`src/hdl/nta_pkg.sv`:
```
package nta_pkg;

   // Input actions
   localparam logic [1:0] ACTION_OBSERVE = 2'd0;
   localparam logic [1:0] ACTION_AGE_OUT = 2'd1;
   localparam logic [1:0] ACTION_QUERY   = 2'd2;

   // Result status codes
   localparam logic [2:0] STATUS_UPDATED  = 3'd0;
   localparam logic [2:0] STATUS_INSERTED = 3'd1;
   localparam logic [2:0] STATUS_DROPPED  = 3'd2;
   localparam logic [2:0] STATUS_FOUND    = 3'd3;
   localparam logic [2:0] STATUS_NONE     = 3'd4;

   // Configuration register indexes
   localparam logic CSR_MATCH_RADIUS = 1'b0;
   localparam logic CSR_AGE_LIMIT    = 1'b1;

   localparam logic [11:0] MATCH_RADIUS_RESET = 12'd180;
   localparam logic [31:0] AGE_LIMIT_RESET    = 32'd10000;
   localparam int          SLOT_FIELD_W       = 5;
   localparam int          COUNT_FIELD_W      = 6;
   localparam int          DIST_W             = 33;

   typedef struct packed {
      logic [1:0]         action;
      logic signed [15:0] pos_x;
      logic signed [15:0] pos_y;
      logic signed [15:0] heading;
      logic [31:0]        stamp;
   } req_type;

   typedef struct packed {
      logic [2:0]                 status;
      logic [SLOT_FIELD_W-1:0]    slot;
      logic [DIST_W-1:0]          dist_sq;
      logic signed [15:0]         track_heading;
      logic [COUNT_FIELD_W-1:0]   removed_count;
   } rsp_type;

   typedef struct packed {
      logic [15:0] x;
      logic [15:0] y;
      logic [15:0] orient;
      logic [31:0] stamp;
   } track_type;

   typedef struct packed {
      logic start;
      logic issue;
      logic commit;
   } scan_ctl_type;

   typedef enum logic [1:0] {
      ST_IDLE,
      ST_SCAN,
      ST_DRAIN,
      ST_DECIDE
   } state_type;

endpackage

```
`src/hdl/nta_ctrl.sv`:
```
module nta_ctrl #(
   parameter int MAX_TRACKS = 32
) (
   input  logic                          clock,
   input  logic                          reset,
   input  logic                          req_valid,
   output logic                          req_ready,
   input  logic                          out_free,
   input  logic                          scan_busy,
   output nta_pkg::scan_ctl_type         ctl,
   output logic [$clog2(MAX_TRACKS)-1:0] rd_addr
);

   localparam int                SLOT_W    = $clog2(MAX_TRACKS);
   localparam logic [SLOT_W-1:0] LAST_SLOT = SLOT_W'(MAX_TRACKS - 1);

   nta_pkg::state_type state_ff;
   nta_pkg::state_type state_in;
   logic [SLOT_W-1:0]  addr_ff;
   logic [SLOT_W-1:0]  addr_in;

   always_comb begin
      state_in = state_ff;
      unique case (state_ff)
         nta_pkg::ST_IDLE: begin
            if (req_valid) begin
               state_in = nta_pkg::ST_SCAN;
            end
         end
         nta_pkg::ST_SCAN: begin
            if (addr_ff == LAST_SLOT) begin
               state_in = nta_pkg::ST_DRAIN;
            end
         end
         nta_pkg::ST_DRAIN: begin
            if (!scan_busy) begin
               state_in = nta_pkg::ST_DECIDE;
            end
         end
         nta_pkg::ST_DECIDE: begin
            // hold the decision until the output register is free
            if (out_free) begin
               state_in = nta_pkg::ST_IDLE;
            end
         end
         default: begin
            state_in = nta_pkg::ST_IDLE;
         end
      endcase
   end

   always_comb begin
      req_ready  = (state_ff == nta_pkg::ST_IDLE);
      ctl.start  = (state_ff == nta_pkg::ST_IDLE) && req_valid;
      ctl.issue  = (state_ff == nta_pkg::ST_SCAN);
      ctl.commit = (state_ff == nta_pkg::ST_DECIDE) && out_free;
      rd_addr    = addr_ff;
      addr_in    = addr_ff;
      if (ctl.issue) begin
         addr_in = (addr_ff == LAST_SLOT) ? '0 : addr_ff + 1'b1;
      end
   end

   always_ff @(posedge clock) begin
      if (reset) begin
         state_ff <= nta_pkg::ST_IDLE;
         addr_ff  <= '0;
      end else begin
         state_ff <= state_in;
         addr_ff  <= addr_in;
      end
   end

   assert property (@(posedge clock) disable iff (reset)
      ctl.start |=> (state_ff == nta_pkg::ST_SCAN) && (addr_ff == '0))
      else $error("scan did not start at slot zero");

   assert property (@(posedge clock) disable iff (reset)
      (state_ff == nta_pkg::ST_DECIDE) |-> !scan_busy)
      else $error("decision taken with reads in flight");

   assert property (@(posedge clock) disable iff (reset)
      req_ready |-> !scan_busy)
      else $error("new transaction accepted while pipeline busy");

endmodule

```
`config.mk`:
```
export PLATFORM = sky130hd
export DESIGN_NAME = nta_ctrl
export DESIGN_NICKNAME = d
export VERILOG_FILES = /design/src/hdl/nta_pkg.sv /design/src/hdl/nta_ctrl.sv
export SDC_FILE = /design/constraint.sdc
export NUM_CORES = 1
export LEC_CHECK = 0
export BUFFER_PORTS_ARGS = -buffer_cell sky130_fd_sc_hd__buf_4
export CAP_MARGIN = 20
export CORE_AREA = 4 4 41 43
export DETAILED_ROUTE_END_ITERATION = 16
export DIE_AREA = 0 0 45 47
export GPL_TIMING_DRIVEN = 0
export SETUP_SLACK_MARGIN = 0.02
export SLEW_MARGIN = 0
export SYNTH_ARGS = -nofsm -noshare
export SYNTH_HDL_FRONTEND = slang
export SYNTH_SLANG_ARGS = --single-unit
```
`constraint.sdc`:
```
create_clock -name clock -period 4.3 [get_ports clock]
set_input_delay 0.645 -clock clock [delete_from_list [all_inputs] [get_ports clock]]
set_output_delay 0.645 -clock clock [all_outputs]
set_load 0.005 [all_outputs]
```
Yosys cells after proc, flatten, opt, wreduce, memory -nomap -nowiden
Cells that the tools add are included.
- add/sub/neg operators: 1
- multiply operators: 0
- div/mod/pow operators: 0
- magnitude comparators: 0
- equality and inequality tests: 8
- shift operators: 0
- multiplexer cells: 6
- bitwise logic cells: 0
- reductions and logical operators: 4
- operators by type and width (kind ; number):
    $mux W2 ; 4
    $pmux W2 S4 ; 1
    $ne A2 B2 Y1 const B ; 3
    $add A5 B1 Y5 const B ; 1
    $eq A5 B5 Y1 const B ; 1
    $mux W5 ; 1
    $eq A2 B2 Y1 const B ; 2
    $reduce_and A4 Y1 ; 1
    $eq A2 B1 Y1 const B ; 1
    $logic_and A1 B1 Y1 ; 2
    $logic_not A2 Y1 ; 1
    $ne A2 B1 Y1 const B ; 1
- flip-flop bits (word level): 7
- latch bits: 0
- bits in writable memories: 0
- ROM bits: 0
- word-level logic and storage cells: 21
- memories: 0

Logic depth before layout (Yosys ltp)
- depth after elaboration: 3
- depth in mapped cells: 6

Worst setup path before layout
OpenSTA, ideal clock, no wires.
- path type: reg2reg
- from: reg addr_ff[0], in the netlist rd_addr[0]
- to: reg state_ff[0]
- setup time: 116 ps
- arrival time: 1612 ps
- setup slack: 2572 ps
- cell stages (with the launch flop): 7
- clock period less this slack: 1728 ps
- cell sequence: dfxtp_1 > ha_1 > and3_1 > ha_1 > nor2b_4 > or4_1 > o211a_1
- word-level cells in the longest chain between the ends: 3
- ends and longest elaborated chain (element ; RTL line ; source):
    start, declared ; nta_ctrl.sv:19 ; logic [SLOT_W-1:0] addr_ff;
    start signal, assigned ; nta_ctrl.sv:70 ; addr_ff <= addr_in;
    $eq A5 B5 Y1 ; nta_ctrl.sv:31 ; if (addr_ff == LAST_SLOT) begin
    $ne A2 B1 Y1 (no source line) ; - ;
    $reduce_and A4 Y1 (no source line) ; - ;
    end signal, assigned ; nta_ctrl.sv:66 ; state_ff <= nta_pkg::ST_IDLE;
    end signal, assigned ; nta_ctrl.sv:69 ; state_ff <= state_in;
    end, declared ; nta_ctrl.sv:17 ; nta_pkg::state_type state_ff;
Every way passes these cells.
A chain may end at the register's enable or synchronous reset.

==> flow_summary.json <==
{
  "rows": 13,
  "avgSynthCellArea_um2": 9.59,
  "final_common_cell": "buf_4",
  "place_ws_ps": 2450,
  "cts_resized": 0,
  "hold_depth": 2,
  "cts-hold-fix-buffers": 0,
  "r2r-start": "rd_addr[0]",
  "grtUsageMet1": 0.0961,
  "crit_path_end_kind": "primary output",
  "clkSinkCount": 7,
  "setup_viol": 0,
  "seq_area_frac_synth": 0.325,
  "outcome": "finished clean",
  "setup_ws_ps": 2450,
  "syn_to_final_growth_pct": 33.3,
  "fin_tns_setup_ps": 0,
  "fin_crit_sh": 0.431,
  "final_cell_mix": "buf_4 (13), dfxtp_1 (7), ha_1 (6)",
  "min_path_type": "reg2reg",
  "hold_viol_final": 0,
  "arrival_ps": 1210,
  "yosysWarnings": 0,
  "gp_congestion": 0.718,
  "cts-root-buf": "clkbuf_4",
  "cellLeakagePower_nw": 0.274,
  "grt_use_total": 0.0831,
  "drt_iter0_drc": 6,
  "grt_overflow": 0,
  "hpwl_um": 651,
  "vias_per_cell": 4.71,
  "min_to": "state_ff[1]",
  "crit_chain": "inv_1 > ha_1 > and2_1 > buf_4",
  "port_buffers": 13,
  "drc": 0,
  "grt_antenna_before_repair": 0,
  "die_x_um": 45,
  "cts_made_buffers": 3,
  "htreeDepth": 1,
  "reg2reg_depth": 6,
  "die_area_um2": 2120,
  "gr-usage-met2": 0.119,
  "min_from": "state_ff[1]",
  "cp-start-kind": "register",
  "fmax_ghz": 0.540,
  "slowest_delay_ps": 380,
  "synthesis.area_um2": 432,
  "final_nets": 74,
  "ir_drop_mv": 0.236,
  "tritoncts": "built",
  "grt_pass1_wl_mm": 1.22,
  "fin_area_um2": 576,
  "crit_start": "state_ff[0]",
  "fin_crit_ps": 1850,
  "antenna_left": 0,
  "clk_pin_slew_ps": 50,
  "start_util": 0.332,
  "grt-busiest-layer": "met2",
  "diodes": 0,
  "dpl-instance-area_um2": 548,
  "drtPass1Iterations": 2,
  "met3_usage": 0.0690,
  "skew_ps": 2.35,
  "synth.distinct_cells": 20,
  "synth_nets": 56,
  "grt_setup_unrepaired": "no",
  "num_vias": 363,
  "routedWlPerCell_um": 10.1,
  "worst_slew_pin_slew_ps": 314,
  "powerDensity_nw_per_um2": 526,
  "core_um2": 1300,
  "cp_max_fo": 4,
  "crit_family": "flip-flops",
  "critical_path_required_ps": 3650,
  "clock_latency_ps": 250,
  "routed_wirelength_um": 779,
  "grt_max_degree": 8,
  "critPathKind": "reg2out",
  "cap_violations": 0,
  "drive_above_1_share": 0.323,
  "r2r_end": "state_ff[0]",
  "post_cts_buffers": 0,
  "die_y_um": 47,
  "cp.buffers_inverters": 2,
  "clock_path_buffers": 2,
  "r2r_slack_ps": 2450,
  "maxSlewViolCount": 0,
  "synthCells": 45,
  "grt_pass1_vias": 311,
  "io_pins": 14,
  "slowest_stage": "dfxtp_1",
  "slew_headroom": 0.790,
  "ys_ff_latch": 7
}
==> cell families (layout without fill, tap and decap cells) <==
group	after synthesis	count (layout)	share of synthesized area
buffers and inverters	4	21	0.0348
flip-flops	7	7	0.325
AO/OA/AOI/OAI	8	8	0.159
adder cells (fa/ha/maj)	6	6	0.174
AND/OR/NAND/NOR	17	17	0.238
multiplexers	3	3	0.0696
==> power by group <==
part	internal (mW)	switching (mW)	leakage, nW
clock	0.0339	0.0241	0.0177
combinational	0.0843	0.0660	0.199
sequential	0.0789	0.0157	0.0570
==> worst max-delay path by stage <==
| stage | end | depth (start not counted) |
|---|---|---|
| final | ctl[2] | 4 |
| after global routing | ctl[2] | 4 |
| after CTS | ctl[2] | 4 |
| after detailed placement | state_ff[0] | 6 |
| after global placement | state_ff[0] | 6 |
| after floorplan | state_ff[0] | 6 |
==> through the flow <==
stage	cells	hold WS (ps)	utilization	power, mW
after floorplan	45	468	-	0.196
after global routing	77	537	0.442	0.332
after detailed placement	73	501	0.421	0.249
final	77	508	0.442	0.303
after CTS	77	509	0.442	0.310
after global placement	73	493	0.421	0.247
==> sequential cells by signal (all words and copies together) (netlist names) <==
register / flops
rd_addr: 5
state_ff: 2
==> layout make-up <==
cell class / instances / area [µm²]
Fill cell: 143 / 726
Multi-Input combinational cell: 34 / 277
Sequential cell: 7 / 140
Timing Repair Buffer: 13 / 97.6
Clock buffer: 3 / 22.5
Tap cell: 15 / 18.8
Inverter: 4 / 15.0
Clock inverter: 1 / 5.00
==> worst min-delay path, stage by stage (launching register included) <==
cell,delay (ps)
dfxtp_1,340
nand2_1,60
mux2i_1,60
==> metal layers <==
metal / vias up / share of wire
met5: - / 0
met4: 0 / 0
met3: 0 / 0.072
li1: 192 / -
met2: 7 / 0.45
met1: 164 / 0.48
==> synth_stat cells <==
master,n,area share
inv_1,3,0.026
dfxtp_1,7,0.32
nor3b_1,1,0.017
nor2b_1,2,0.029
o21ai_0,2,0.023
nor2_1,3,0.026
and2_1,2,0.029
or4_1,2,0.035
nand3b_1,1,0.017
mux2i_1,3,0.070
and3_1,1,0.015
nand2_1,3,0.026
a21oi_1,3,0.035
ha_1,6,0.17
o211a_1,1,0.023
nand3_1,1,0.012
a2111oi_4,1,0.064
nor2b_4,1,0.032
a31oi_1,1,0.015
inv_2,1,0.0087
No activity file was read; power rests on OpenSTA's default activity.
