## config.mk

```make
export PLATFORM = sky130hd
export DESIGN_NAME = nta_scan
export DESIGN_NICKNAME = d
export VERILOG_FILES = /design/src/hdl/nta_pkg.sv /design/src/hdl/nta_scan.sv
export SDC_FILE = /design/constraint.sdc
export NUM_CORES = 2
export LEC_CHECK = 0
export BUFFER_PORTS_ARGS = -buffer_cell sky130_fd_sc_hd__clkbuf_2
export CAP_MARGIN = 20
export CORE_MARGIN = 2
export CORE_UTILIZATION = 66
export DETAILED_ROUTE_END_ITERATION = 8
export GPL_ROUTABILITY_DRIVEN = 0
export PLACE_DENSITY = 0.84
export SYNTH_ARGS = -nofsm -noshare
export SYNTH_HDL_FRONTEND = slang
export SYNTH_SLANG_ARGS = --single-unit
```

## constraint.sdc

```tcl
create_clock -name clock -period 9.8 [get_ports clock]
set_input_delay 0 -clock clock [delete_from_list [all_inputs] [get_ports clock]]
set_output_delay 0 -clock clock [all_outputs]
set_load 0.01 [all_outputs]
```

## src/hdl/nta_pkg.sv

```systemverilog
package nta_pkg;

   // Input actions
   localparam logic [1:0] ACTION_OBSERVE = 2'd0;
   localparam logic [1:0] ACTION_AGE_OUT = 2'd1;
   localparam logic [1:0] ACTION_QUERY   = 2'd2;

   // Result status codes
   localparam logic [2:0] STATUS_UPDATED  = 3'd0;
   localparam logic [2:0] STATUS_INSERTED = 3'd1;
   localparam logic [2:0] STATUS_DROPPED  = 3'd2;
   localparam logic [2:0] STATUS_FOUND    = 3'd3;
   localparam logic [2:0] STATUS_NONE     = 3'd4;

   // Configuration register indexes
   localparam logic CSR_MATCH_RADIUS = 1'b0;
   localparam logic CSR_AGE_LIMIT    = 1'b1;

   localparam logic [11:0] MATCH_RADIUS_RESET = 12'd180;
   localparam logic [31:0] AGE_LIMIT_RESET    = 32'd10000;
   localparam int          SLOT_FIELD_W       = 5;
   localparam int          COUNT_FIELD_W      = 6;
   localparam int          DIST_W             = 33;

   typedef struct packed {
      logic [1:0]         action;
      logic signed [15:0] pos_x;
      logic signed [15:0] pos_y;
      logic signed [15:0] heading;
      logic [31:0]        stamp;
   } req_type;

   typedef struct packed {
      logic [2:0]                 status;
      logic [SLOT_FIELD_W-1:0]    slot;
      logic [DIST_W-1:0]          dist_sq;
      logic signed [15:0]         track_heading;
      logic [COUNT_FIELD_W-1:0]   removed_count;
   } rsp_type;

   typedef struct packed {
      logic [15:0] x;
      logic [15:0] y;
      logic [15:0] orient;
      logic [31:0] stamp;
   } track_type;

   typedef struct packed {
      logic start;
      logic issue;
      logic commit;
   } scan_ctl_type;

   typedef enum logic [1:0] {
      ST_IDLE,
      ST_SCAN,
      ST_DRAIN,
      ST_DECIDE
   } state_type;

endpackage

```

## src/hdl/nta_scan.sv

```systemverilog
module nta_scan #(
   parameter int MAX_TRACKS = 32
) (
   input  logic                          clock,
   input  logic                          reset,
   input  nta_pkg::scan_ctl_type         ctl,
   input  nta_pkg::req_type              req_data,
   input  logic [$clog2(MAX_TRACKS)-1:0] rd_addr,
   input  nta_pkg::track_type            rd_data,
   input  logic [23:0]                   radius_sq,
   input  logic [31:0]                   age_limit,
   output logic                          busy,
   output logic                          wr_en,
   output logic [$clog2(MAX_TRACKS)-1:0] wr_addr,
   output nta_pkg::track_type            wr_data,
   output nta_pkg::rsp_type              result
);

   localparam int SLOT_W = $clog2(MAX_TRACKS);
   localparam int CNT_W  = $clog2(MAX_TRACKS + 1);

   nta_pkg::req_type item_ff;
   logic             valid_ff [MAX_TRACKS];

   // stage 1: memory read data
   logic              s1_vld_ff;
   logic [SLOT_W-1:0] s1_idx_ff;
   logic              s1_live;
   // stage A: differences
   logic              a_vld_ff;
   logic              a_live_ff;
   logic [SLOT_W-1:0] a_idx_ff;
   logic [15:0]       a_orient_ff;
   logic signed [16:0] a_dx_ff;
   logic signed [16:0] a_dy_ff;
   logic signed [16:0] dx_in;
   logic signed [16:0] dy_in;
   // stage B: squares
   logic              b_vld_ff;
   logic              b_live_ff;
   logic [SLOT_W-1:0] b_idx_ff;
   logic [15:0]       b_orient_ff;
   logic [31:0]       b_sqx_ff;
   logic [31:0]       b_sqy_ff;
   logic signed [33:0] sqx;
   logic signed [33:0] sqy;
   // accumulator
   logic [nta_pkg::DIST_W-1:0] dist_sum;
   logic                       best_found_ff;
   logic [nta_pkg::DIST_W-1:0] best_d_ff;
   logic [SLOT_W-1:0]          best_idx_ff;
   logic [15:0]                best_orient_ff;
   logic                       free_found_ff;
   logic [SLOT_W-1:0]          free_idx_ff;
   logic [CNT_W-1:0]           removed_ff;

   logic [31:0] age;
   logic        expire;
   logic        is_observe;
   logic        match;
   logic        insert;

   assign s1_live = valid_ff[s1_idx_ff];
   assign age     = item_ff.stamp - rd_data.stamp;
   assign expire  = s1_vld_ff && s1_live && (item_ff.action == nta_pkg::ACTION_AGE_OUT) &&
                    (age > age_limit);
   assign dx_in   = {rd_data.x[15], rd_data.x} - {item_ff.pos_x[15], item_ff.pos_x};
   assign dy_in   = {rd_data.y[15], rd_data.y} - {item_ff.pos_y[15], item_ff.pos_y};
   assign sqx     = a_dx_ff * a_dx_ff;
   assign sqy     = a_dy_ff * a_dy_ff;
   assign dist_sum = {1'b0, b_sqx_ff} + {1'b0, b_sqy_ff};
   assign busy    = s1_vld_ff || a_vld_ff || b_vld_ff;

   assign is_observe = (item_ff.action == nta_pkg::ACTION_OBSERVE);
   assign match      = best_found_ff && (best_d_ff < {9'd0, radius_sq});
   assign insert     = !match && free_found_ff;

   always_ff @(posedge clock) begin
      if (ctl.start) begin
         item_ff <= req_data;
      end
      a_idx_ff    <= s1_idx_ff;
      a_orient_ff <= rd_data.orient;
      a_dx_ff     <= dx_in;
      a_dy_ff     <= dy_in;
      b_idx_ff    <= a_idx_ff;
      b_orient_ff <= a_orient_ff;
      b_sqx_ff    <= sqx[31:0];
      b_sqy_ff    <= sqy[31:0];
      if (ctl.issue) begin
         s1_idx_ff <= rd_addr;
      end
   end

   always_ff @(posedge clock) begin
      if (reset) begin
         for (int i = 0; i < MAX_TRACKS; i++) begin
            valid_ff[i] <= 1'b0;
         end
         s1_vld_ff      <= 1'b0;
         a_vld_ff       <= 1'b0;
         a_live_ff      <= 1'b0;
         b_vld_ff       <= 1'b0;
         b_live_ff      <= 1'b0;
         best_found_ff  <= 1'b0;
         best_d_ff      <= '0;
         best_idx_ff    <= '0;
         best_orient_ff <= '0;
         free_found_ff  <= 1'b0;
         free_idx_ff    <= '0;
         removed_ff     <= '0;
      end else begin
         s1_vld_ff <= ctl.issue;
         a_vld_ff  <= s1_vld_ff;
         a_live_ff <= s1_live;
         b_vld_ff  <= a_vld_ff;
         b_live_ff <= a_live_ff;

         if (ctl.start) begin
            best_found_ff  <= 1'b0;
            best_d_ff      <= '0;
            best_idx_ff    <= '0;
            best_orient_ff <= '0;
            free_found_ff  <= 1'b0;
            free_idx_ff    <= '0;
            removed_ff     <= '0;
         end else begin
            // keep the lowest free slot seen
            if (s1_vld_ff && !s1_live && !free_found_ff) begin
               free_found_ff <= 1'b1;
               free_idx_ff   <= s1_idx_ff;
            end
            if (expire) begin
               valid_ff[s1_idx_ff] <= 1'b0;
               removed_ff          <= removed_ff + 1'b1;
            end
            // strict compare: ties keep the earlier slot
            if (b_vld_ff && b_live_ff && (!best_found_ff || (dist_sum < best_d_ff))) begin
               best_found_ff  <= 1'b1;
               best_d_ff      <= dist_sum;
               best_idx_ff    <= b_idx_ff;
               best_orient_ff <= b_orient_ff;
            end
         end

         if (ctl.commit && is_observe && insert) begin
            valid_ff[free_idx_ff] <= 1'b1;
         end
      end
   end

   assign wr_en          = ctl.commit && is_observe && (match || free_found_ff);
   assign wr_addr        = match ? best_idx_ff : free_idx_ff;
   assign wr_data.x      = item_ff.pos_x;
   assign wr_data.y      = item_ff.pos_y;
   assign wr_data.orient = item_ff.heading;
   assign wr_data.stamp  = item_ff.stamp;

   always_comb begin
      result = '0;
      result.status = nta_pkg::STATUS_NONE;
      unique case (item_ff.action)
         nta_pkg::ACTION_OBSERVE: begin
            result.dist_sq = best_d_ff;
            if (match) begin
               result.status        = nta_pkg::STATUS_UPDATED;
               result.slot          = nta_pkg::SLOT_FIELD_W'(best_idx_ff);
               result.track_heading = item_ff.heading;
            end else if (free_found_ff) begin
               result.status        = nta_pkg::STATUS_INSERTED;
               result.slot          = nta_pkg::SLOT_FIELD_W'(free_idx_ff);
               result.track_heading = item_ff.heading;
            end else begin
               result.status        = nta_pkg::STATUS_DROPPED;
               result.slot          = nta_pkg::SLOT_FIELD_W'(best_idx_ff);
               result.track_heading = best_orient_ff;
            end
         end
         nta_pkg::ACTION_AGE_OUT: begin
            result.status        = nta_pkg::STATUS_FOUND;
            result.removed_count = nta_pkg::COUNT_FIELD_W'(removed_ff);
         end
         nta_pkg::ACTION_QUERY: begin
            if (best_found_ff) begin
               result.status        = nta_pkg::STATUS_FOUND;
               result.slot          = nta_pkg::SLOT_FIELD_W'(best_idx_ff);
               result.dist_sq       = best_d_ff;
               result.track_heading = best_orient_ff;
            end
         end
         default: begin
            result.status = nta_pkg::STATUS_NONE;
         end
      endcase
   end

   // a slot freed by age-out must no longer be marked valid after the expire
   assert property (@(posedge clock) disable iff (reset)
      expire |=> !valid_ff[$past(s1_idx_ff)])
      else $error("aged slot still valid");

endmodule

```

### After elaboration in Yosys (flattened, before gate mapping)

Memories as Yosys holds them, arrays and structs flattened. A register that Yosys moved wholly into a read port is not among the register bits.
Index checks and enable logic that the tools add are counted.

| storage, ports and cells | value |
|---|---|
| bits of input ports | 228 |
| bits in registers | 299 |
| memory bits (writable) | 32 |
| word-level logic and storage cells | 88 |
| memories kept | 1 |

| cells by class | value |
|---|---|
| reductions and logical operators | 24 |
| $mul | 2 |
| add/subtract/negate cells | 5 |
| mux-type cells | 25 |
| $lt $le $gt $ge | 3 |
| equal/unequal tests | 2 |

Memory list:

| name | depth | bits a word | rd ports | clocked after Yosys merged registers in | write ports | line | source |
|---|---|---|---|---|---|---|---|
| valid_ff | 32 | 1 | 1 | 1 | 32 | nta_scan.sv:23 | `logic valid_ff [MAX_TRACKS];` |

Operator list:

| kind | count |
|---|---|
| $pmux W54 S2 | 1 |
| $mul A17 B17 Y32 | 2 |
| $mux W57 | 1 |
| $sub A16 B16 Y17 | 2 |
| $add A32 B32 Y33 | 1 |
| $lt A33 B24 Y1 | 1 |
| $lt A33 B33 Y1 | 1 |
| $gt A32 B32 Y1 | 1 |
| $mux W16 | 2 |
| $sub A32 B32 Y32 | 1 |
| $mux W5 | 4 |
| $mux W1 | 13 |
| $logic_and A1 B1 Y1 | 12 |
| $pmux W3 S3 | 1 |
| $mux W8 | 1 |
| $mux W7 | 1 |
| $add A6 B1 Y6 const B | 1 |
| $mux W6 | 1 |
| $logic_not A1 Y1 | 4 |
| $logic_or A1 B1 Y1 | 4 |
| $eq A2 B1 Y1 const B | 1 |
| $eq A2 B2 Y1 const B | 1 |
| $logic_not A2 Y1 | 1 |
| $reduce_or A1 Y1 | 2 |
| $reduce_or A2 Y1 | 1 |

### Longest topological paths before layout

| logic depth | value |
|---|---|
| word-level depth | 10 |
| gate-level depth with buffers | 25 |
| gate-level depth less buffers | 24 |

### Worst setup path after synthesis

No wires, ideal clock.

| timing path | value |
|---|---|
| path kind | flip-flop to flip-flop |
| start point | register a_dy_ff[16] |
| end point | register b_sqy_ff[31] |
| clock period less this slack | 6.570 ns |
| required time | 9.728 ns |
| arrival | 6.498 ns |
| buffers on the path | 2 |
| stages on the path, launching flop included | 22 |
| path slack | 3.230 ns |
| cell sequence | dfxtp_1 > clkbuf_1 > clkbuf_1 > nand2_1 > fa_1 > inv_1 > fa_1 > inv_1 > fa_1 > fa_1 > inv_1 > fa_1 > fa_1 > ha_1 > and3_1 > a21oi_1 > and2_1 > or4b_1 > a311oi_1 > o21bai_1 > a21oi_1 > xnor2_1 |

| on the way | value |
|---|---|
| word-level cells in the longest chain between the ends | 1 |

Ends and longest elaborated chain:

| item | line | source |
|---|---|---|
| from (decl) | nta_scan.sv:35 | `logic signed [16:0] a_dy_ff;` |
| from (signal assigned) | nta_scan.sv:85 | `a_dy_ff <= dy_in;` |
| $mul A17 B17 Y32 | nta_scan.sv:70 | `assign sqy = a_dy_ff * a_dy_ff;` |
| via sqy[31] | nta_scan.sv:46 | `logic signed [33:0] sqy;` |
| to (signal assigned) | nta_scan.sv:89 | `b_sqy_ff <= sqy[31:0];` |
| to (decl) | nta_scan.sv:44 | `logic [31:0] b_sqy_ff;` |

The timed path passes the listed nets, and every way through them passes these cells.
A chain may end at the register's enable or synchronous reset.

### Worst setup path in the final report

| timing path | value |
|---|---|
| start point | register a_dy_ff[3] |
| end point | register b_sqy_ff[30] |

The elaborated chain is that of the path after synthesis.

==> impl_metrics.json <==
{
  "placed_area_um2": 38400,
  "timing_max_transition_violations_final": 0,
  "synthCells": 3826,
  "setup.worst_path.class": "reg -> reg",
  "synth.net_count": 4919,
  "period_share": 0.737,
  "totalWireLength_um": 91200,
  "global_route.overflow_total": 0,
  "synth-seq-cells": 334,
  "ctsHtreeMaxLevel": 2,
  "synth.distinct_cells": 84,
  "nFillCells": 3670,
  "first_pass_iters": 6,
  "dp_hpwl_um": 69600,
  "fp.dieArea_um2": 57200,
  "timing.max_slew.rel_slack": 0.355,
  "critical_path.reg2reg.endpoint": "b_sqy_ff[30]$_DFF_P_",
  "ff2ff_setup_slack_ns": 2.58,
  "floorplan.core_area_um2": 54900,
  "status": "finished clean",
  "fmaxAchievable_mhz": 139,
  "layout.nets": 5324,
  "unrepaired_setup_endpoints_after_global_routing": "no",
  "layout-area-overhead-vs-synth_pct": 12.8,
  "detailroute.via_count": 27900,
  "ff2ff_path_depth": 22,
  "required_ns": 10.32,
  "post_synthesis_sequential_area_ratio": 0.216,
  "floorplan.die.width_um": 239,
  "drt.antenna.violating_nets": 0,
  "async_reset_ff_frac": 0,
  "synth.top_cells.by_count": "sky130_fd_sc_hd__inv_1, sky130_fd_sc_hd__fa_1, sky130_fd_sc_hd__ha_1",
  "clock_tree.root_cell": "sky130_fd_sc_hd__clkbuf_16",
  "cts_tree": "built",
  "timing.final.setup_violations": 0,
  "hold_viol_final": 0,
  "global_route_wire_length_before_repair_um": 148000,
  "setup_total_negative_slack_ns": 0,
  "cts-buffers-inserted": 39,
  "hold-path-endpoint": "a_orient_ff[7]$_DFF_P_",
  "drtIter0Drc": 1825,
  "cp-end-kind": "register",
  "clock_path_buffers": 3,
  "finalWorstSetupSlack_ns": 2.58,
  "synth_ff_type": "sky130_fd_sc_hd__dfxtp_1",
  "clock-skew-final_ns": 0.0206,
  "worst_pin_slew_ns": 0.966,
  "number_of_antenna_violations_at_the_first_check_in_global_routing": 5,
  "dp_worst_setup_slack_ns": 2.67,
  "drc_errors": 0,
  "max_cap_violations": 0,
  "post-synth-top-area-fraction": 0.282,
  "synth-edff-count": 119,
  "die_height_um": 239,
  "initial_standard_cell_utilization_of_the_core": 0.666,
  "place_inst": 4744,
  "buffer_ports.inserted": 377,
  "synth_area_leader_cell": "sky130_fd_sc_hd__fa_1",
  "finalWorstPathRequiredPeriod_ns": 7.22,
  "crit_fanout": 16,
  "finalNonFillerCells": 4970,
  "placementRows": 86,
  "number_of_warnings_printed_during_yosys_synthesis": 0,
  "cell_types_occupying_the_most_area_after_synthesis": "sky130_fd_sc_hd__fa_1, sky130_fd_sc_hd__ha_1, sky130_fd_sc_hd__dfxtp_1",
  "startpoint_type": "register",
  "worst_skew_pair_latency_ns": 0.60,
  "cts_clk_pin_slew_worst_paths_ns": 0.07,
  "final_cell_area_um2": 41200,
  "cts_post_setup_buffers_inserted": 0,
  "drive_gt1_frac": 0.119,
  "yosysMostFrequentCell": "sky130_fd_sc_hd__inv_1",
  "postSynthAreaPerCell_um2": 9.55,
  "arrival_ns": 7.74,
  "reg_to_reg_critical_path_startpoint": "a_dy_ff[3]$_DFF_P_",
  "holdCritStartpoint": "rd_data[39]",
  "viasPerCell": 5.62,
  "grt_start_max_net_pins": 63,
  "holdCritPathClass": "in -> reg",
  "grtUsageTotal": 0.327,
  "clock-sinks": 334,
  "timing.hold.worst_path_depth": 2,
  "synth.cell_area_um2": 36500,
  "detail_route.wl_per_cell_um": 18.4,
  "ioPinCount": 378,
  "first_global_vias": 29600
}
metal layers:
metal,up-vias,GRT usage,part of all wire
met5,-,0.00433,0.00038
met4,2,0.148,0.046
met1,13600,0.403,0.39
met2,1244,0.560,0.48
li1,12800,-,-
met3,273,0.0632,0.080
metrics by stage:
stage,hold WS (ns),util
after floorplan,0.0277,-
after global placement,0.102,0.700
after detailed placement,0.104,0.700
after CTS,0.0482,0.751
after global routing,0.0640,0.751
final,0.0604,0.751
layout make-up:
class,instances,area (µm²),share of cell area
inverter,863,3240,0.0786
multi-input combinational,2456,24400,0.593
tap,704,881,0.0214
antenna,5,12.5,0.000304
clock buffer,55,1150,0.0278
sequential,334,7880,0.191
timing repair buffer,537,3470,0.0841
clock inverter,16,166,0.00404
how the worst max path moves through the flow:
stage,startpoint,to,slack (ns)
final,a_dy_ff[3]$_DFF_P_,b_sqy_ff[30]$_DFF_P_,2.58
after global routing,a_dy_ff[3]$_DFF_P_,b_sqy_ff[26]$_DFF_P_,2.19
after CTS,a_dy_ff[3]$_DFF_P_,b_sqy_ff[30]$_DFF_P_,2.67
after detailed placement,a_dy_ff[3]$_DFF_P_,b_sqy_ff[30]$_DFF_P_,2.67
after global placement,a_dy_ff[2]$_DFF_P_,b_sqy_ff[30]$_DFF_P_,2.90
after floorplan,a_dy_ff[16]$_DFF_P_,b_sqy_ff[31]$_DFF_P_,3.23
worst max-delay path, cell delays in order (launching register included):
cell and delay [ns]:
sky130_fd_sc_hd__dfxtp_1 0.76, sky130_fd_sc_hd__inv_1 0.28, sky130_fd_sc_hd__nor2_1 0.26, sky130_fd_sc_hd__inv_1 0.10, sky130_fd_sc_hd__fa_1 0.49, sky130_fd_sc_hd__fa_1 0.43, sky130_fd_sc_hd__fa_1 0.50, sky130_fd_sc_hd__inv_1 0.06
sky130_fd_sc_hd__fa_1 0.48, sky130_fd_sc_hd__fa_1 0.50, sky130_fd_sc_hd__inv_1 0.05, sky130_fd_sc_hd__fa_1 0.48, sky130_fd_sc_hd__inv_1 0.04, sky130_fd_sc_hd__ha_1 0.35, sky130_fd_sc_hd__a21oi_1 0.35, sky130_fd_sc_hd__o21ai_0 0.19
sky130_fd_sc_hd__nand3_1 0.12, sky130_fd_sc_hd__a31oi_1 0.10, sky130_fd_sc_hd__a2111oi_0 0.68, sky130_fd_sc_hd__o31ai_1 0.28, sky130_fd_sc_hd__a221o_1 0.37, sky130_fd_sc_hd__a21oi_1 0.17, sky130_fd_sc_hd__xnor2_1 0.13
state kept, by name, summed over array words and instances (netlist names), 2 cells and up, named ones only:
register / count
b_orient_ff: 16
b_sqx_ff: 31
best_idx_ff: 5
a_orient_ff: 16
s1_idx_ff: 5
removed_ff: 6
a_dy_ff: 17
valid_ff: 32
best_d_ff: 33
wr_data: 80
a_dx_ff: 17
best_orient_ff: 16
item_ff: 2
b_sqy_ff: 31
free_idx_ff: 5
a_idx_ff: 5
b_idx_ff: 5
repair_timing:
action | in CTS | in global routing
hold endpoints to repair | 193 | 0
hold buffers | 150 | 0
setup endpoints to repair | 0 | 0
gates resized for setup | 0 | 0
placed cells by master, fill, tap and decap left out, types with 79 or more instances in the layout:
cell,netlist,final
sky130_fd_sc_hd__fa_1,514,514
sky130_fd_sc_hd__a21oi_1,143,143
sky130_fd_sc_hd__ha_1,351,351
sky130_fd_sc_hd__edfxtp_1,119,119
sky130_fd_sc_hd__xnor2_1,133,133
sky130_fd_sc_hd__dlygate4sd3_1,0,150
sky130_fd_sc_hd__nand2_1,236,236
sky130_fd_sc_hd__nor2_1,248,248
sky130_fd_sc_hd__dfxtp_1,215,215
sky130_fd_sc_hd__and2_1,128,127
sky130_fd_sc_hd__clkbuf_2,0,376
sky130_fd_sc_hd__o21ai_0,79,79
sky130_fd_sc_hd__inv_1,862,862
kinds of logic (layout without fill, tap and decap cells):
family	count (synthesis)	in the layout	share of synthesized area
fa+ha+maj	865	865	0.402
other cells	0	5	0
compound gates	453	453	0.0833
xor+xnor	173	173	0.0415
mux	70	70	0.0233
flops	334	334	0.216
simple gates	895	895	0.119
buf+inv	1036	1471	0.116
Power is left out: the tool's default activity adds up to more than one toggle a clock period on the data nets, which glitch-free logic cannot reach.
