### config.mk
export PLATFORM = sky130hd
export DESIGN_NAME = nta_ram
export DESIGN_NICKNAME = d
export VERILOG_FILES = /design/src/hdl/nta_ram.sv
export SDC_FILE = /design/constraint.sdc
export NUM_CORES = 1
export LEC_CHECK = 0
export CORE_ASPECT_RATIO = 0.75
export CORE_MARGIN = 3
export CORE_UTILIZATION = 50
export CTS_CLUSTER_SIZE = 20
export DETAILED_ROUTE_END_ITERATION = 7
export DONT_BUFFER_PORTS = 1
export GPL_ROUTABILITY_DRIVEN = 0
export HOLD_SLACK_MARGIN = 0.03
export PLACE_DENSITY = 0.74
export RECOVER_POWER = 50
export SLEW_MARGIN = 0
export SYNTH_ARGS = -nofsm -noshare
export SYNTH_HDL_FRONTEND = slang
export SYNTH_SLANG_ARGS = --single-unit
### constraint.sdc
create_clock -name clock -period 3 [get_ports clock]
set_input_delay 0.3 -clock clock [delete_from_list [all_inputs] [get_ports clock]]
set_output_delay 0.3 -clock clock [all_outputs]
set_load 0.05 [all_outputs]
### src/hdl/nta_ram.sv
module nta_ram #(
   parameter int WIDTH = 8,
   parameter int DEPTH = 32
) (
   input  logic                     clock,
   input  logic                     wr_en,
   input  logic [$clog2(DEPTH)-1:0] wr_addr,
   input  logic [WIDTH-1:0]         wr_data,
   input  logic                     rd_en,
   input  logic [$clog2(DEPTH)-1:0] rd_addr,
   output logic [WIDTH-1:0]         rd_data
);

   logic [WIDTH-1:0] mem [DEPTH];
   logic [WIDTH-1:0] rd_data_ff;

   always_ff @(posedge clock) begin
      if (wr_en) begin
         mem[wr_addr] <= wr_data;
      end
      if (rd_en) begin
         rd_data_ff <= mem[rd_addr];
      end
   end

   assign rd_data = rd_data_ff;

endmodule

-- Word-level counts from Yosys, hierarchy flattened
Memories as Yosys holds them, arrays and structs flattened. A register that Yosys moved wholly into a read port is not among the register bits.
Cells that the tools add are included.
- flip-flop bits (word level): 0
- word-level logic and storage cells: 3
- memories kept: 1
- input port bits: 21
- bits in writable memories: 256
- memories (memory ; words ; width ; read ports ; clocked after Yosys merged registers in ; write ports ; RTL line ; text):
    mem ; 32 ; 8 ; 1 ; 1 ; 1 ; 14 ; logic [WIDTH-1:0] mem [DEPTH];
- mux-type cells: 2
- operators by type and width (cell ; number):
    2-to-1 mux 1 bit ; 2

-- Depth between registers and ports, before layout
Gate-level depths: netlist of the first run.
- depth after elaboration: 2
- gate-level depth with buffers: 5

-- Worst setup path before layout of the first run
OpenSTA, ideal clock, no wires.
- path kind: input port to flip-flop
- start point: input port rd_addr[2]
- end point: register rd_data_ff[0] (netlist: rd_data[0]) (read register of mem) (data pin)
- required time: 2.740 ns
- setup time: 0.260 ns
- cell stages on the path: 5
- path buffers: 2
- slack: 0.758 ns
- arrival: 1.982 ns
- cells stage by stage: clkbuf_1 > clkbuf_1 > mux4_2 > mux4_2 > mux2_2
- RTL lines (what ; RTL line ; text):
    from (decl) ; 10 ; input logic [$clog2(DEPTH)-1:0] rd_addr,
    to (decl) ; 15 ; logic [WIDTH-1:0] rd_data_ff;

==> impl_metrics.env, run 1 <==
export IMPL_tightest_slew_ns=1.716
export IMPL_min_period_over_period_pct=66.72
export IMPL_period_needed_ns=2.002
export IMPL_drt_pre_antenna_iters=5
export IMPL_clock_latency_ns=0.51
export IMPL_nNetsFinal=457
export IMPL_worstPathRequired_ns=3.26
export IMPL_power_share_clock_pct=38.2
export IMPL_syn2layout_area_growth_pct=9.581
export IMPL_power_frac_seq_pct=57.7
export IMPL_wire_per_inst_um=29.14
export IMPL_p_leak_nw=3.341
export IMPL_r2r_start="mem[31][4]$_DFFE_PP_"
export IMPL_p_int_mw=5.783
export IMPL_vias=4438
export IMPL_ys_seq_elements=264
export IMPL_synthCells=417
export IMPL_pre_cts_slack_ns=1.002
export IMPL_drv_cap=6
export IMPL_relSlewSlack_pct=-14.39
export IMPL_layout_commonest_cell="edfxtp_1"
export IMPL_power_frac_comb_pct=4.1
export IMPL_syn_avg_cell_area_sq_um=24.30
export IMPL_dieWidth_um=170.4
export IMPL_critical_path_arrival_ns=2.26
export IMPL_fmax_mhz=499.6
export IMPL_grt_max_degree=65
export IMPL_remaining_drc_errors=0
export IMPL_hold_end="rd_data[0]$_DFFE_PP_"
export IMPL_timing_reg2reg_worst_path_depth=3
export IMPL_grt_overflow=0
export IMPL_cp_max_fo=1
export IMPL_wl_um=20540
export IMPL_startpoint_type="flip-flop"
export IMPL_worst_setup_path_type="flip-flop to flip-flop"
export IMPL_ys_warn_count=0
export IMPL_synth_nets=438
export IMPL_clk_pin_slew_ns=0.06
export IMPL_endpoint_kind="flip-flop"
export IMPL_mostFrequentLayoutCells="edfxtp_1, mux4_2, nor2_1, clkbuf_16, clkbuf_1"
export IMPL_cts_made_buffers=24
export IMPL_hold_depth=1
export IMPL_yosys_top_cells_area="edfxtp_1, mux4_2, nor2_1, mux2_2, buf_4"
export IMPL_finClkSkew_ns=0.01443
export IMPL_clockBufferDepth=3
export IMPL_hold_path_class="input port to flip-flop"
export IMPL_switchingPower_mw=1.447
export IMPL_peakVddDrop_mv=0.5368
export IMPL_fp_dieArea_sq_um=22030
export IMPL_antennaDiodeCount=0
export IMPL_utilization_pct=56.66
export IMPL_grt_pass1_vias=4452
export IMPL_status="finished, violations left"
export IMPL_fin_ws_ns=0.9983
export IMPL_rows=44
export IMPL_ys_types=14
export IMPL_yosysSeqAreaShare_pct=78.23
export IMPL_setup_violations=0
export IMPL_power_mw=7.230
export IMPL_num_io_pins=29
export IMPL_grt_setup_unrepaired="no"
export IMPL_nFillCells=1413
export IMPL_p_per_area_nw_per_um2=651.1
export IMPL_r2r_end="rd_data[4]$_DFFE_PP_"
export IMPL_final_setup_tns_ns=0
export IMPL_hold_viol=0
export IMPL_synth_top_area_share_pct=78.23
export IMPL_ant_nets=0
export IMPL_grt_antenna_before_repair=1
export IMPL_dpl_hpwl_um=12070
export IMPL_cts_sinks=264
export IMPL_vias_per_cell=6.295
export IMPL_drt_iter0_markers=586
export IMPL_violations="capacitance limit, slew limit"
export IMPL_slew_viol_final=197
export IMPL_drive_gt1_share_pct=26.33
export IMPL_synth_top_area_cell="edfxtp_1"
export IMPL_core_area_sq_um=19600
export IMPL_tritoncts="done"
export IMPL_h_tree_depth=1
export IMPL_grt_pass1_wl_um=30330
export IMPL_hold_start="rd_addr[3]"
export IMPL_reg2reg_slack_ns=1.0
export IMPL_grt_usage_pct=19.21
export IMPL_cts_root_buf="clkbuf_16"
export IMPL_p_sw_share_pct=20.01
export IMPL_post_cts_buffers=0
export IMPL_portBuffers=0
export IMPL_die_y_um=129.3
export IMPL_initial_core_util_pct=51.70
export IMPL_syn_area_sq_um=10130
area by class of cell:
| cell class | instances | area [sq um] | area share [%] |
|---|---|---|---|
| flip-flops and latches | 264 | 7928 | 71.39 |
| repair buffers | 13 | 67.56 | 0.6085 |
| clock buffers | 32 | 651.9 | 5.870 |
| well taps | 253 | 316.6 | 2.851 |
| multi-input cells | 133 | 2100 | 18.91 |
| clock inverters | 10 | 41.29 | 0.3718 |
per-stage QoR:
stage | cell area [sq um] | hold WS (ns) | cells
5_1_grt | 11100 | 0.03051 | 705
3_5_place_dp | 10360 | 0.4008 | 652
3_3_place_gp | 10360 | 0.4009 | 652
6_report | 11100 | 0.04132 | 705
4_1_cts | 11240 | 0.03150 | 705
2_1_floorplan | 10130 | 0.3989 | 417
worst max path at each step:
stage	from	to	slack, ns	depth (start not counted)
after global routing	mem[31][4]$_DFFE_PP_	rd_data[4]$_DFFE_PP_	0.95	3
after floorplan	rd_addr[2]	rd_data[0]$_DFFE_PP_	0.76	5
after detailed placement	wr_addr[1]	mem[12][6]$_DFFE_PP_	1.00	2
after CTS	mem[30][3]$_DFFE_PP_	rd_data[3]$_DFFE_PP_	1.02	3
after global placement	wr_addr[1]	mem[0][1]$_DFFE_PP_	1.07	2
final	mem[31][4]$_DFFE_PP_	rd_data[4]$_DFFE_PP_	1.0	3
cell families after synthesis:
logic type,synth area share [%]
DFF,78.23
and+or+nand+nor,2.050
muxes,18.67
buffers and inverters,1.049
worst max-delay path: stages, from the launching register on:
cell and delay [ns]:
edfxtp_1 0.38, mux4_2 0.54, mux4_2 0.54, mux2_2 0.29
flip-flops by register name, indices dropped and copies added, names as in the netlist:
signal and flops:
mem 256, rd_data 8
cells in the mapped netlist:
cell and number:
buf_1 6, nand3b_1 5, nand3_1 2, buf_4 6, buf_2 1, mux2_2 8
edfxtp_1 264, buf_6 1, mux4_2 80, nor2_1 33, nand2_1 1, or3_1 1
clkbuf_1 6, or3b_2 3
what timing repair did:
action                    in CTS  in global routing
gates resized for setup        0                  0
hold endpoints to repair     268                  0
hold buffers                  11                  0
routing by layer:
metal  routed length, um  up-vias  global-route usage [%]  share of wire [%]
met5                   7        -                       0              0.034
met3                2475       28                   5.794                 12
li1                    -     1820                       -                  -
met1                8836     2335                   30.98                 43
met2                8926      253                   26.81                 43
met4                 295        2                   3.052                1.4
power by group through the flow:
stage,clock (mW),sequential (mW),combinational [mW]
CTS,2.80,4.17,0.315
floorplan,0,4.24,0.219
finish,2.76,4.17,0.295
detailed placement,0,4.25,0.226
global route,2.96,4.18,0.309
global placement,0,4.25,0.224
Note: power is estimated with default switching activity, not from simulation.
==> inputs of run 2 (changes only) <==
Clock period 3 ns to 2.07 ns, I/O delays scaled along.
==> run 2 against run 1 <==
  * The flow still finishes with violations (capacitance limit, slew limit)
  * Die area unchanged
  * Sequential power is 45% higher
  * Combinational power increased by 49%
  * Highest routed layer is now met4
  * Design area increased by 3.7%
  * Critical path depth unchanged
==> impl_metrics.env, run 2 (synthesis results as in run 1) <==
export IMPL_cts_hold_buf=18
export IMPL_crit_path_max_incr_delay_ns=0.53
export IMPL_regMostFlops="mem"
export IMPL_setup_violations=0
export IMPL_ant_nets=0
export IMPL_drv_cap=3
export IMPL_timing_reg2reg_worst_path_depth=3
export IMPL_h_tree_depth=1
export IMPL_grt_max_degree=65
export IMPL_fmax_mhz=507.7
export IMPL_drt_pre_antenna_iters=5
export IMPL_rows=44
export IMPL_antennaDiodeCount=0
export IMPL_slew_viol_final=66
export IMPL_hold_end="rd_data[1]$_DFFE_PP_"
export IMPL_clock_latency_ns=0.52
export IMPL_hold_path_class="input port to flip-flop"
export IMPL_cpMostUsedCell="mux4_2"
export IMPL_wire_per_inst_um=27.26
export IMPL_endpoint_kind="flip-flop"
export IMPL_wl_um=20310
export IMPL_hold_viol=0
export IMPL_cts_root_buf="clkbuf_16"
export IMPL_grt_pass1_vias=4570
export IMPL_crit_buf_inv=0
export IMPL_dieWidth_um=170.4
export IMPL_p_per_area_nw_per_um2=959.0
export IMPL_final_setup_tns_ns=0
export IMPL_grt_setup_unrepaired="no"
export IMPL_grt_pass1_wl_um=30390
export IMPL_tightest_slew_ns=1.586
export IMPL_largest_register_ffs=256
export IMPL_layout_commonest_cell="edfxtp_1"
export IMPL_vias=4598
export IMPL_mostFrequentLayoutCells="edfxtp_1, mux4_2, nor2_1, buf_4, clkbuf_16"
export IMPL_drt_iter0_markers=494
export IMPL_tritoncts="done"
export IMPL_cts_sinks=264
export IMPL_min_period_over_period_pct=95.16
export IMPL_worst_setup_path_type="flip-flop to flip-flop"
export IMPL_violations="capacitance limit, slew limit"
export IMPL_cp_max_fo=1
export IMPL_critical_path_arrival_ns=2.23
export IMPL_num_io_pins=29
export IMPL_dpl_hpwl_um=11880
export IMPL_nNetsFinal=496
export IMPL_fp_dieArea_sq_um=22030
export IMPL_period_needed_ns=1.970
export IMPL_remaining_drc_errors=0
export IMPL_relSlewSlack_pct=-5.760
export IMPL_die_y_um=129.3
export IMPL_crit_family="multiplexers"
export IMPL_nFillCells=1367
export IMPL_grt_antenna_before_repair=0
export IMPL_r2r_start="mem[5][3]$_DFFE_PP_"
export IMPL_grt_overflow=0
export IMPL_drive_gt1_share_pct=31.10
export IMPL_finClkSkew_ns=0.01261
export IMPL_slowest_stage="mux4_2"
export IMPL_vias_per_cell=6.172
export IMPL_post_cts_buffers=0
export IMPL_power_mw=11.04
export IMPL_cts_repair_resized=0
export IMPL_status="finished, violations left"
export IMPL_r2r_end="rd_data[3]$_DFFE_PP_"
export IMPL_portBuffers=0
export IMPL_cts_made_buffers=25
export IMPL_initial_core_util_pct=51.70
export IMPL_reg2reg_slack_ns=0.10
export IMPL_hold_depth=2
export IMPL_syn2layout_area_growth_pct=13.63
export IMPL_worstPathRequired_ns=2.33
export IMPL_peakVddDrop_mv=0.6378
export IMPL_core_area_sq_um=19600
export IMPL_clockBufferDepth=3
export IMPL_startpoint_type="flip-flop"
export IMPL_grt_usage_pct=19.17
export IMPL_clk_pin_slew_ns=0.06
export IMPL_p_leak_nw=3.586
export IMPL_hold_start="rd_addr[4]"
export IMPL_worstPathCellList="mux4_2 -> mux4_2 -> mux2_2"
[run 2: layout make-up]
cell class / count / area (sq um) / share of cell area, %
Clock buffer: 29 / 640.6 / 5.563
Tap cell: 253 / 316.6 / 2.749
Timing Repair Buffer: 51 / 359.1 / 3.119
Clock inverter: 15 / 171.4 / 1.489
Sequential cell: 264 / 7928 / 68.85
Multi-Input combinational cell: 133 / 2100 / 18.23
[run 2: worst reg2reg max path, cell delays in order (launching register included)]
cell	delay, ns
edfxtp_1	0.37
mux4_2	0.52
mux4_2	0.53
mux2_2	0.30
[run 2: how the worst max path moves through the flow]
stage / slack, ns / to / start / cells past startpoint
2_1_floorplan: 0.04 / rd_data[0]$_DFFE_PP_ / rd_addr[1] / 4
3_3_place_gp: 0.14 / rd_data[5]$_DFFE_PP_ / mem[13][5]$_DFFE_PP_ / 3
3_5_place_dp: 0.11 / rd_data[5]$_DFFE_PP_ / mem[13][5]$_DFFE_PP_ / 3
4_1_cts: 0.09 / rd_data[3]$_DFFE_PP_ / mem[5][3]$_DFFE_PP_ / 3
5_1_grt: 0.06 / rd_data[3]$_DFFE_PP_ / mem[5][3]$_DFFE_PP_ / 3
6_report: 0.10 / rd_data[3]$_DFFE_PP_ / mem[5][3]$_DFFE_PP_ / 3
[run 2: metrics by stage]
stage                     utilization (%)  hold WS, ns  std cells  cell area, sq um  setup slack, ns
after floorplan                         -       0.3059        417             10140          0.03814
after global placement              54.04       0.3077        683             10590           0.1372
after detailed placement            54.04       0.3076        683             10590           0.1133
after CTS                           59.51      0.06993        745             11660          0.09170
after global routing                58.75      0.08402        745             11510          0.06252
final                               58.75      0.08953        745             11510           0.1003
[run 2: report_power, final]
part | internal [mW] | switching (mW) | total, mW
combinational | 0.226 | 0.213 | 0.439
clock | 2.70 | 1.85 | 4.55
sequential | 5.97 | 0.0818 | 6.05
[run 2: metal layers]
| metal | track usage, % | wire, um | up-vias |
|---|---|---|---|
| met1 | 30.84 | 8870 | 2447 |
| met3 | 4.880 | 2046 | 42 |
| met5 | 0 | 0 | - |
| met2 | 27.23 | 9028 | 210 |
| met4 | 3.720 | 364 | 0 |
| li1 | - | - | 1899 |
==> inputs of run 3 (changes only) <==
Settings changed: CTS_BUF_LIST set to sky130_fd_sc_hd__clkbuf_8.
==> run 3 against run 2 <==
  * The flow still finishes with violations (capacitance limit, slew limit)
  * Design area down 1.4%
  * Clock power down 21%
  * Count of clock-buffer cells in the layout is 12 higher
  * Combinational power is essentially flat
  * Worst setup slack got worse by 0.0018 ns
  * Sequential power about the same
  * Largest cell class unchanged
  * Largest power group unchanged
==> impl_metrics.env, run 3 (synthesis results as in run 1) <==
export IMPL_drv_cap=3
export IMPL_finClkSkew_ns=0.01753
export IMPL_wl_um=20500
export IMPL_startpoint_type="flip-flop"
export IMPL_grt_pass1_vias=4636
export IMPL_dieWidth_um=170.4
export IMPL_clk_pin_slew_ns=0.06
export IMPL_worstPathRequired_ns=2.33
export IMPL_crit_path_max_incr_delay_ns=0.53
export IMPL_grt_pass1_wl_um=30640
export IMPL_critical_path_arrival_ns=2.23
export IMPL_startpoint="mem[13][5]$_DFFE_PP_"
export IMPL_timing_reg2reg_worst_path_depth=3
export IMPL_cp_max_fo=1
export IMPL_tritoncts="done"
export IMPL_layout_commonest_cell="edfxtp_1"
export IMPL_post_cts_buffers=0
export IMPL_period_needed_ns=1.971
export IMPL_violations="capacitance limit, slew limit"
export IMPL_relSlewSlack_pct=-3.872
export IMPL_syn2layout_area_growth_pct=12.00
export IMPL_cts_repair_resized=0
export IMPL_nNetsFinal=511
export IMPL_hold_path_class="input port to flip-flop"
export IMPL_slowest_stage="mux4_2"
export IMPL_grt_setup_unrepaired="no"
export IMPL_vias_per_cell=6.102
export IMPL_drive_gt1_share_pct=31.57
export IMPL_initial_core_util_pct=51.70
export IMPL_grt_max_degree=65
export IMPL_status="finished, violations left"
export IMPL_p_leak_nw=3.553
export IMPL_core_area_sq_um=19600
export IMPL_cpMostUsedCell="mux4_2"
export IMPL_clockBufferDepth=3
export IMPL_grt_overflow=0
export IMPL_rows=44
export IMPL_peakVddDrop_mv=0.6630
export IMPL_antennaDiodeCount=0
export IMPL_portBuffers=0
export IMPL_vias=4656
export IMPL_crit_end="rd_data[5]$_DFFE_PP_"
export IMPL_r2r_start="mem[13][5]$_DFFE_PP_"
export IMPL_hold_viol=0
export IMPL_fmax_mhz=507.2
export IMPL_drt_iter0_markers=461
export IMPL_ant_nets=0
export IMPL_grt_usage_pct=19.50
export IMPL_reg2reg_slack_ns=0.1
export IMPL_regMostFlops="mem"
export IMPL_nFillCells=1403
export IMPL_slew_viol_final=66
export IMPL_endpoint_kind="flip-flop"
export IMPL_pre_cts_slack_ns=0.1133
export IMPL_remaining_drc_errors=0
export IMPL_fp_dieArea_sq_um=22030
export IMPL_tightest_slew_ns=1.558
export IMPL_cts_sinks=264
export IMPL_dpl_hpwl_um=11880
export IMPL_grt_antenna_before_repair=0
export IMPL_worst_setup_path_type="flip-flop to flip-flop"
export IMPL_cts_root_buf="clkbuf_8"
export IMPL_final_setup_tns_ns=0
export IMPL_largest_register_ffs=256
export IMPL_num_io_pins=29
export IMPL_die_y_um=129.3
export IMPL_p_per_area_nw_per_um2=888.9
export IMPL_mostFrequentLayoutCells="edfxtp_1, mux4_2, clkbuf_8, nor2_1, buf_4"
export IMPL_drt_pre_antenna_iters=4
export IMPL_min_period_over_period_pct=95.24
export IMPL_worstPathCellList="mux4_2 -> mux4_2 -> mux2_2"
export IMPL_r2r_end="rd_data[5]$_DFFE_PP_"
export IMPL_h_tree_depth=2
export IMPL_setup_violations=0
export IMPL_fin_ws_ns=0.09851
export IMPL_cts_made_buffers=40
export IMPL_wire_per_inst_um=26.86
export IMPL_clock_latency_ns=0.52
export IMPL_utilization_pct=57.91
==> run 3: cell types whose count changed in the layout (fill, tap and decap cells not counted), sizes merged <==
cell    before  now
clkbuf      42   53
inv          1    9
clkinv      10   12
bufinv       4    0
buf         28   29
==> run 3: what timing repair did <==
action,4_1_cts,5_1_grt
hold buffers,18,0
endpoints found under the setup margin,0,0
endpoints found under the hold margin,272,0
==> run 3: stage by stage <==
step | total power, mW | instance area, sq um | cells | hold WS, ns
floorplan | 6.466 | 10140 | 417 | 0.3059
global placement | 6.487 | 10590 | 683 | 0.3077
detailed placement | 6.495 | 10590 | 683 | 0.3076
CTS | 10.20 | 11490 | 763 | 0.04442
global route | 10.44 | 11350 | 763 | 0.07363
finish | 10.09 | 11350 | 763 | 0.08956
==> run 3: final cells by class <==
class	instances	area [sq um]	share of cell area, %
flip-flops and latches	264	7928	69.85
multi-input cells	133	2100	18.50
clock buffers	41	564.3	4.972
repair buffers	51	362.8	3.197
well taps	253	316.6	2.789
clock inverters	21	78.83	0.6945
==> run 3: critical path: cells and delay by family, from the launching register on <==
family	cells	cell delay [ns]
DFF	1	0.37
muxes	3	1.35
==> run 3: report_power, final <==
part	switching [mW]	total (mW)	internal [mW]
Sequential	0.0820	6.06	5.98
Combinational	0.212	0.438	0.226
Clock	1.79	3.59	1.80
Total	2.08	10.1	8.01
==> run 3: worst min path at each step <==
stage / from / endpoint / slack, ns / depth (start not counted)
finish: rd_addr[4] / rd_data[7]$_DFFE_PP_ / 0.09 / 2
global route: rd_addr[4] / rd_data[1]$_DFFE_PP_ / 0.07 / 2
CTS: rd_addr[4] / rd_data[7]$_DFFE_PP_ / 0.04 / 2
detailed placement: wr_data[5] / mem[21][5]$_DFFE_PP_ / 0.31 / 0
global placement: wr_data[4] / mem[20][4]$_DFFE_PP_ / 0.31 / 0
floorplan: wr_data[0] / mem[0][0]$_DFFE_PP_ / 0.31 / 0
==> run 3: per-layer routing <==
| metal | track usage, % | vias to the layer above | share of wire, % |
|---|---|---|---|
| li1 | - | 1925 | - |
| met1 | 31.38 | 2449 | 43 |
| met2 | 27.04 | 250 | 45 |
| met3 | 4.819 | 32 | 11 |
| met4 | 5.341 | 0 | 1.7 |
| met5 | 0 | - | 0 |
